File: src/hw/rtl/bor_pkg.sv
// Package for the box overlap ratio block: field widths, request and result
// structs, and the record that travels down the divider pipeline.
// No dependencies.
package bor_pkg;

    localparam int COORD_BITS    = 16;
    localparam int FRACTION_BITS = 16;

    // Derived widths.
    localparam int PROD_BITS = 2 * COORD_BITS;      // any area
    localparam int DEN_BITS  = PROD_BITS + 1;       // union area may carry
    localparam int QUO_BITS  = FRACTION_BITS + 1;   // ratio, 1.0 included
    localparam int DIV_STEPS = QUO_BITS;            // one quotient bit a stage

    localparam logic [QUO_BITS-1:0] RATIO_ONE = QUO_BITS'(1) << FRACTION_BITS;

    typedef enum logic {
        CMD_UNION   = 1'b0,
        CMD_SMALLER = 1'b1
    } t_cmd;

    typedef struct packed {
        t_cmd                  command;
        logic [COORD_BITS-1:0] first_x;
        logic [COORD_BITS-1:0] first_y;
        logic [COORD_BITS-1:0] first_width;
        logic [COORD_BITS-1:0] first_height;
        logic [COORD_BITS-1:0] second_x;
        logic [COORD_BITS-1:0] second_y;
        logic [COORD_BITS-1:0] second_width;
        logic [COORD_BITS-1:0] second_height;
    } t_req;

    typedef struct packed {
        logic [QUO_BITS-1:0] ratio;
        logic                intersects;
    } t_res;

    // Partial remainder, divisor, quotient so far, the bit shifted in by the
    // next step and the overlap flag.
    typedef struct packed {
        logic [DEN_BITS-1:0] rem;
        logic [DEN_BITS-1:0] den;
        logic [QUO_BITS-1:0] quo;
        logic                feed;
        logic                hit;
    } t_div;

endpackage

File: src/hw/rtl/box_overlap_ratio.sv
// Top level of the box overlap ratio block: front end followed by the
// pipelined divider. Depends on bor_pkg, bor_front and bor_div_step.

// Box overlap ratio (intersection over union, or over the smaller box).
// Each request carries two boxes as corner, width and height plus a command;
// the result is the overlap ratio in unsigned fixed point with FRACTION_BITS
// fraction bits, truncated, and a flag that is set when the boxes overlap
// with positive width and height. Boxes that merely touch give a zero ratio.
// The block is a fully pipelined datapath: while results are taken, a new
// request can be accepted in every cycle and one result leaves in every
// cycle, so throughput is one box pair per clock. The pipeline has three
// front-end stages for the span overlap, the area products and the divisor,
// then one restoring division stage for each of the FRACTION_BITS + 1
// quotient bits. Every stage holds its own valid bit and advances whenever
// it is empty or its successor advances, so bubbles close up behind a
// stalled output and requests keep being taken until the whole pipeline is
// full. The last division stage is the output register.
module box_overlap_ratio (
    input  logic          i_clk,
    input  logic          i_rst_n,
    input  logic          i_req_valid,
    output logic          o_req_ready,
    input  bor_pkg::t_req i_req,
    output logic          o_res_valid,
    input  logic          i_res_ready,
    output bor_pkg::t_res o_res
);
    import bor_pkg::*;

    // Stage k of the divider takes s_div[k] and presents s_div[k+1]; s_adv[k]
    // tells the producer of s_div[k] that it may move on.
    t_div                 s_div [DIV_STEPS+1];
    logic [DIV_STEPS:0]   s_valid;
    logic [DIV_STEPS:0]   s_adv;

    bor_front u_front (
        .i_clk   (i_clk),
        .i_rst_n (i_rst_n),
        .i_valid (i_req_valid),
        .o_ready (o_req_ready),
        .i_req   (i_req),
        .o_valid (s_valid[0]),
        .i_ready (s_adv[0]),
        .o_div   (s_div[0])
    );

    // One quotient bit per stage, most significant first. The first stage
    // sees the numerator itself: its upper bits as remainder and its lowest
    // bit as the bit shifted in, which yields the integer bit of the ratio.
    for (genvar k = 0; k < DIV_STEPS; k++) begin : g_div
        bor_div_step u_step (
            .i_clk   (i_clk),
            .i_rst_n (i_rst_n),
            .i_valid (s_valid[k]),
            .o_ready (s_adv[k]),
            .i_div   (s_div[k]),
            .o_valid (s_valid[k+1]),
            .i_ready (s_adv[k+1]),
            .o_div   (s_div[k+1])
        );
    end

    assign s_adv[DIV_STEPS] = i_res_ready;

    // Non-overlapping pairs were fed a zero numerator, so the quotient is
    // already zero for them and no further masking is needed here.
    assign o_res_valid      = s_valid[DIV_STEPS];
    assign o_res.ratio      = s_div[DIV_STEPS].quo;
    assign o_res.intersects = s_div[DIV_STEPS].hit;

    // A result without overlap must carry a zero ratio.
    a_no_hit_zero: assert property (@(posedge i_clk) disable iff (!i_rst_n)
        o_res_valid && !o_res.intersects |-> o_res.ratio == '0)
        else $error("ratio not zero for boxes that do not overlap");

    // The numerator never exceeds the divisor, so the ratio is at most 1.0.
    a_ratio_max: assert property (@(posedge i_clk) disable iff (!i_rst_n)
        o_res_valid |-> o_res.ratio <= RATIO_ONE)
        else $error("ratio above one");

    // Overlapping boxes always give the divider a non-zero divisor.
    a_den_nonzero: assert property (@(posedge i_clk) disable iff (!i_rst_n)
        s_valid[0] && s_div[0].hit |-> s_div[0].den != '0)
        else $error("zero divisor for overlapping boxes");

    // An empty output register can always take a result, so the stage
    // before it must advance.
    a_empty_drains: assert property (@(posedge i_clk) disable iff (!i_rst_n)
        !o_res_valid |-> s_adv[DIV_STEPS-1])
        else $error("last division stage stalled while output is empty");

endmodule

File: src/hw/rtl/bor_front.sv
// Front end of the box overlap ratio block: span overlap, the three area
// products and the divisor selection, in three register stages.
// Depends on bor_pkg.
module bor_front (
    input  logic          i_clk,
    input  logic          i_rst_n,
    input  logic          i_valid,
    output logic          o_ready,
    input  bor_pkg::t_req i_req,
    output logic          o_valid,
    input  logic          i_ready,
    output bor_pkg::t_div o_div
);
    import bor_pkg::*;

    typedef struct packed {
        t_cmd                  cmd;
        logic                  pos_w;
        logic                  pos_h;
        logic [COORD_BITS-1:0] iw;
        logic [COORD_BITS-1:0] ih;
        logic [COORD_BITS-1:0] w1;
        logic [COORD_BITS-1:0] h1;
        logic [COORD_BITS-1:0] w2;
        logic [COORD_BITS-1:0] h2;
    } t_span;

    typedef struct packed {
        t_cmd                 cmd;
        logic                 hit;
        logic [PROD_BITS-1:0] inter;
        logic [PROD_BITS-1:0] area1;
        logic [PROD_BITS-1:0] area2;
    } t_area;

    // Overlap of [a, a+la) and [b, b+lb) is min(end) - max(start).
    function automatic logic [COORD_BITS+1:0] span_diff(
        input logic [COORD_BITS-1:0] a,
        input logic [COORD_BITS-1:0] la,
        input logic [COORD_BITS-1:0] b,
        input logic [COORD_BITS-1:0] lb
    );
        logic [COORD_BITS:0]   end_a;
        logic [COORD_BITS:0]   end_b;
        logic [COORD_BITS:0]   min_end;
        logic [COORD_BITS-1:0] max_start;
        end_a     = {1'b0, a} + {1'b0, la};
        end_b     = {1'b0, b} + {1'b0, lb};
        min_end   = (end_a < end_b) ? end_a : end_b;
        max_start = (a > b) ? a : b;
        return {1'b0, min_end} - {2'b00, max_start};
    endfunction

    logic                  r_v1, r_v2, r_v3;
    logic                  adv1, adv2, adv3;
    t_span                 r_s1, n_s1;
    t_area                 r_s2, n_s2;
    t_div                  r_s3, n_s3;
    logic [COORD_BITS+1:0] dx, dy;
    logic [DEN_BITS-1:0]   uni;
    logic [PROD_BITS-1:0]  smaller;

    assign adv3    = !r_v3 || i_ready;
    assign adv2    = !r_v2 || adv3;
    assign adv1    = !r_v1 || adv2;
    assign o_ready = adv1;
    assign o_valid = r_v3;
    assign o_div   = r_s3;

    // Stage 1: signed overlap length on each axis.
    always_comb begin
        dx = span_diff(i_req.first_x, i_req.first_width,
                       i_req.second_x, i_req.second_width);
        dy = span_diff(i_req.first_y, i_req.first_height,
                       i_req.second_y, i_req.second_height);
        n_s1.cmd   = i_req.command;
        n_s1.pos_w = !dx[COORD_BITS+1] && (dx != '0);
        n_s1.pos_h = !dy[COORD_BITS+1] && (dy != '0);
        // A positive overlap never exceeds the smaller size, so it fits.
        n_s1.iw    = dx[COORD_BITS-1:0];
        n_s1.ih    = dy[COORD_BITS-1:0];
        n_s1.w1    = i_req.first_width;
        n_s1.h1    = i_req.first_height;
        n_s1.w2    = i_req.second_width;
        n_s1.h2    = i_req.second_height;
    end

    // Stage 2: intersection area and both box areas.
    always_comb begin
        n_s2.cmd   = r_s1.cmd;
        n_s2.hit   = r_s1.pos_w && r_s1.pos_h;
        n_s2.inter = {{COORD_BITS{1'b0}}, r_s1.iw} * {{COORD_BITS{1'b0}}, r_s1.ih};
        n_s2.area1 = {{COORD_BITS{1'b0}}, r_s1.w1} * {{COORD_BITS{1'b0}}, r_s1.h1};
        n_s2.area2 = {{COORD_BITS{1'b0}}, r_s1.w2} * {{COORD_BITS{1'b0}}, r_s1.h2};
    end

    // Stage 3: divisor selection. Without overlap the division is fed 0 / 1
    // so that the quotient comes out as zero.
    always_comb begin
        uni     = {1'b0, r_s2.area1} + {1'b0, r_s2.area2} - {1'b0, r_s2.inter};
        smaller = (r_s2.area1 < r_s2.area2) ? r_s2.area1 : r_s2.area2;
        n_s3.quo = '0;
        n_s3.hit = r_s2.hit;
        if (!r_s2.hit) begin
            n_s3.rem  = '0;
            n_s3.feed = 1'b0;
            n_s3.den  = DEN_BITS'(1);
        end else begin
            n_s3.rem  = DEN_BITS'(r_s2.inter >> 1);
            n_s3.feed = r_s2.inter[0];
            case (r_s2.cmd)
                CMD_UNION:   n_s3.den = uni;
                CMD_SMALLER: n_s3.den = {1'b0, smaller};
                default:     n_s3.den = uni;
            endcase
        end
    end

    always_ff @(posedge i_clk) begin
        if (!i_rst_n) begin
            r_v1 <= 1'b0;
            r_v2 <= 1'b0;
            r_v3 <= 1'b0;
        end else begin
            if (adv1) r_v1 <= i_valid;
            if (adv2) r_v2 <= r_v1;
            if (adv3) r_v3 <= r_v2;
        end
    end

    always_ff @(posedge i_clk) begin
        if (adv1) r_s1 <= n_s1;
        if (adv2) r_s2 <= n_s2;
        if (adv3) r_s3 <= n_s3;
    end

endmodule

File: src/hw/rtl/bor_div_step.sv
// One restoring division stage of the box overlap ratio block: shifts in a
// bit, compares with the divisor and produces one quotient bit.
// Depends on bor_pkg.
module bor_div_step (
    input  logic          i_clk,
    input  logic          i_rst_n,
    input  logic          i_valid,
    output logic          o_ready,
    input  bor_pkg::t_div i_div,
    output logic          o_valid,
    input  logic          i_ready,
    output bor_pkg::t_div o_div
);
    import bor_pkg::*;

    logic                r_valid;
    t_div                r_div, n_div;
    logic [DEN_BITS:0]   shifted;
    logic [DEN_BITS:0]   diff;
    logic                ge;
    logic                adv;

    assign adv     = !r_valid || i_ready;
    assign o_ready = adv;
    assign o_valid = r_valid;
    assign o_div   = r_div;

    always_comb begin
        shifted    = {i_div.rem, i_div.feed};
        diff       = shifted - {1'b0, i_div.den};
        ge         = (shifted >= {1'b0, i_div.den});
        n_div      = i_div;
        // The remainder stays below the divisor, so it fits either way.
        n_div.rem  = ge ? diff[DEN_BITS-1:0] : shifted[DEN_BITS-1:0];
        n_div.quo  = {i_div.quo[QUO_BITS-2:0], ge};
        n_div.feed = 1'b0;
    end

    always_ff @(posedge i_clk) begin
        if (!i_rst_n) begin
            r_valid <= 1'b0;
        end else if (adv) begin
            r_valid <= i_valid;
        end
    end

    always_ff @(posedge i_clk) begin
        if (adv) r_div <= n_div;
    end

endmodule

File: config.mk
export PLATFORM = sky130hd
export DESIGN_NAME = box_overlap_ratio
export DESIGN_NICKNAME = d
export VERILOG_FILES = /design/src/hw/rtl/bor_pkg.sv /design/src/hw/rtl/box_overlap_ratio.sv /design/src/hw/rtl/bor_front.sv /design/src/hw/rtl/bor_div_step.sv
export SDC_FILE = /design/constraint.sdc
export NUM_CORES = 2
export LEC_CHECK = 0
export BUFFER_PORTS_ARGS = -buffer_cell sky130_fd_sc_hd__clkbuf_2
export CAP_MARGIN = 20
export CORE_MARGIN = 10
export CORE_UTILIZATION = 54
export CTS_CLUSTER_SIZE = 28
export DETAILED_ROUTE_END_ITERATION = 8
export HOLD_SLACK_MARGIN = 0.03
export PLACE_DENSITY = 0.7
export SETUP_SLACK_MARGIN = 0.3
export SYNTH_ARGS = -nofsm -noshare
export SYNTH_HDL_FRONTEND = slang
export SYNTH_SLANG_ARGS = --single-unit
File: constraint.sdc
create_clock -name i_clk -period 8 [get_ports i_clk]
set_input_delay 0.4 -clock i_clk [delete_from_list [all_inputs] [get_ports i_clk]]
set_output_delay 0.4 -clock i_clk [all_outputs]
set_load 0.01 [all_outputs]
==> flow_summary.ini <==
[outcome]
outcome = completed

[sta]
period_share_pct = 92.8
setup_viol = 0
slew_violations = 0
rsz0062_at_grt = yes
fmax_ghz = 0.135
skew_ns = 0.0795
slew_headroom_pct = 27.6
fin_crit_ns = 7.43
worst_pin_slew_ns = 1.09
setup_ws_ns = 0.572
finalHoldViolCount = 0
finalSetupTns_ns = 0

[global_route]
grt_pass1_vias = 82600
use_met3_pct = 2.96
grt_usage_pct = 26.0
antenna_found_initial = 7
grt-busiest-layer = met2
grt_max_degree = 80
gr-total-overflow = 0
grt_pass1_wl_mm = 474
grt_use_met2_pct = 43.4
grtUsageMet1_pct = 35.0

[clock_tree]
clk_latency_ns = 0.84
cts_num_sinks = 1509
cts_tree = yes
clkTransAtPathRegs_ns = 0.07
clockBufferDepth = 3
cts_max_level = 4
cts_buffers = 170
cts-root-buf = clkbuf_16

[critical_path]
critical_path_arrival_ns = 8.00
r2r_cells = 23
worstSetupStartpointType = flip-flop
end_kind = flip-flop
crit_required_ns = 8.57
path_class = reg -> reg
path_max_fanout = 16

[synthesis]
synth_area_leaders = edfxtp_1 (39%), ha_1 (12%), fa_1 (11%), inv_1 (5.3%), nand2_1 (3.3%)
netlist_area_um2 = 115000
yosysWarningCount = 0
yosysTopAreaCellShare_pct = 38.9
synth_edf_count = 1489
synth-seq-cells = 1509
ys.flop_type = edfxtp_1
syn-num-nets = 12900
synth.avg_cell_area_um2 = 10.4
ys_seq_area_share_pct = 39.3
synth-async-reset-ratio_pct = 0
yosys.area.top_type = edfxtp_1
synth_cells = 11000
synth_cell_types = 108

[die]
die_w_um = 481
row_count = 169
core_area_um2 = 212000
die_h_um = 481
dieArea_um2 = 232000
io_pins = 153
initial_core_util_pct = 54.2

[layout]
finish.utilization_pct = 59.2
fin_cells = 14200
final_common_cell = inv_1
final_cell_mix = inv_1 (1608), edfxtp_1 (1489), ha_1 (1095), nand2_1 (991), a21oi_1 (735)
drive_gt1_share_pct = 7.05
nNetsFinal = 13100
areaGrowthSynthToFinish_pct = 9.28

[detailed_routing]
avgRoutedWirePerCell_um = 21.5
drt_first_pass_iters = 6
viasPerCell = 5.78
ant_nets = 0
wl_mm = 305
route.vias.total = 82200
drt_iter0_drc = 6814
drc_errors = 0

[place]
post-place-ws_ns = 0.541
dp.cells = 13800
place_hpwl_mm = 243
place_congestion = 0.930
port_buffers = 152

[hold_path]
hold_path_class = in -> reg
min_delay_path_depth = 2

[run]
cap_viol_max_count = 0
## sequential cells by signal, indices dropped and copies added (netlist names), 17 cells and up
name and count:
g_div.u_step.o_div 1226, u_front.o_div 66, g_div.u_step.o_valid 17, u_front.r_s1 98, u_front.r_s2 97
## per-stage QoR
step / hold WS, ns / instance area [um2]
after floorplan: 0.400 / 115000
after global placement: 0.401 / 119000
after detailed placement: 0.405 / 119000
after CTS: 0.116 / 125000
after global routing: 0.160 / 125000
final: 0.155 / 125000
## cells in the mapped netlist, types with 33 or more instances
| master | count |
|---|---|
| a31oi_1 | 70 |
| nor2_1 | 551 |
| or3_1 | 42 |
| and3_1 | 78 |
| buf_2 | 39 |
| fa_1 | 636 |
| clkbuf_1 | 186 |
| nand2b_1 | 94 |
| xor2_1 | 225 |
| o21ai_0 | 477 |
| nand4_1 | 97 |
| and2_1 | 336 |
| a211oi_1 | 99 |
| o21bai_1 | 85 |
| mux2i_1 | 66 |
| nor3_1 | 115 |
| o211ai_1 | 43 |
| edfxtp_1 | 1489 |
| nand2_1 | 999 |
| inv_1 | 1617 |
| nor2b_1 | 118 |
| ha_1 | 1095 |
| mux2_2 | 158 |
| o21a_1 | 131 |
| nand3_1 | 126 |
| a21o_1 | 349 |
| o31ai_1 | 33 |
| xnor2_1 | 391 |
| a21oi_1 | 735 |
## critical path, stage by stage (launching register included)
cell and delay (ns):
edfxtp_1 1.01, nand2_1 0.17, fa_1 0.53, inv_1 0.05, fa_1 0.47, inv_1 0.05, fa_1 0.49, fa_1 0.55
inv_1 0.05, fa_1 0.47, inv_1 0.05, fa_1 0.47, inv_1 0.04, ha_1 0.35, and3_1 0.20, nand2_1 0.09
o31ai_1 0.60, a221oi_1 0.18, buf_4 0.20, o41ai_1 0.52, o41ai_1 0.21, o21bai_1 0.16, a21oi_1 0.09, xnor2_1 0.13
## layer usage
layer	vias up	share of wire, %	wire length, um
met1	40500	43	131000
li1	38700	-	-
met3	535	5.3	16100
met2	2434	47	145000
met4	0	4.2	12800
met5	-	0	0
## worst paths after layout
path / from / to / slack (ns)
hold reg to reg: g_div[8].u_step.o_div[22] / g_div[9].u_step.o_div[22] / 0.39
setup reg to reg: u_front.r_s1[21] / u_front.r_s2[31] / 0.57
setup / recovery: u_front.r_s1[21] / u_front.r_s2[31] / 0.57
hold / removal: i_rst_n / g_div[12].u_step.o_valid / 0.15
## cell type report
type	instances	area [um2]
antenna	5	12.5
timing repair buffer	301	2110
inverter	1618	6080
tap	2821	3530
sequential	1509	45100
clock buffer	198	4400
fill	17600	86400
clock inverter	113	1490
multi-input combinational	7641	62800
## logic make-up (layout without fill, tap and decap cells)
family,after synthesis,count (layout),share of synthesized area (%)
AO/OA/AOI/OAI,2340,2340,13.0
XOR/XNOR,616,616,4.70
adder cells (fa/ha/maj),1731,1731,23.0
buffers and inverters,1857,2230,6.20
flip-flops,1509,1509,39.3
multiplexers,268,268,2.64
other,0,5,0
AND/OR/NAND/NOR,2686,2686,11.1
## repair_timing
action,CTS,global route
gates resized for setup,0,1
buffers inserted,0,4
hold endpoints to repair,66,0
endpoints found under the setup margin,0,2
hold buffers,66,0
Power is not shown: default switching activity piles up to over one toggle a cycle in this logic, so the estimate is an artifact.
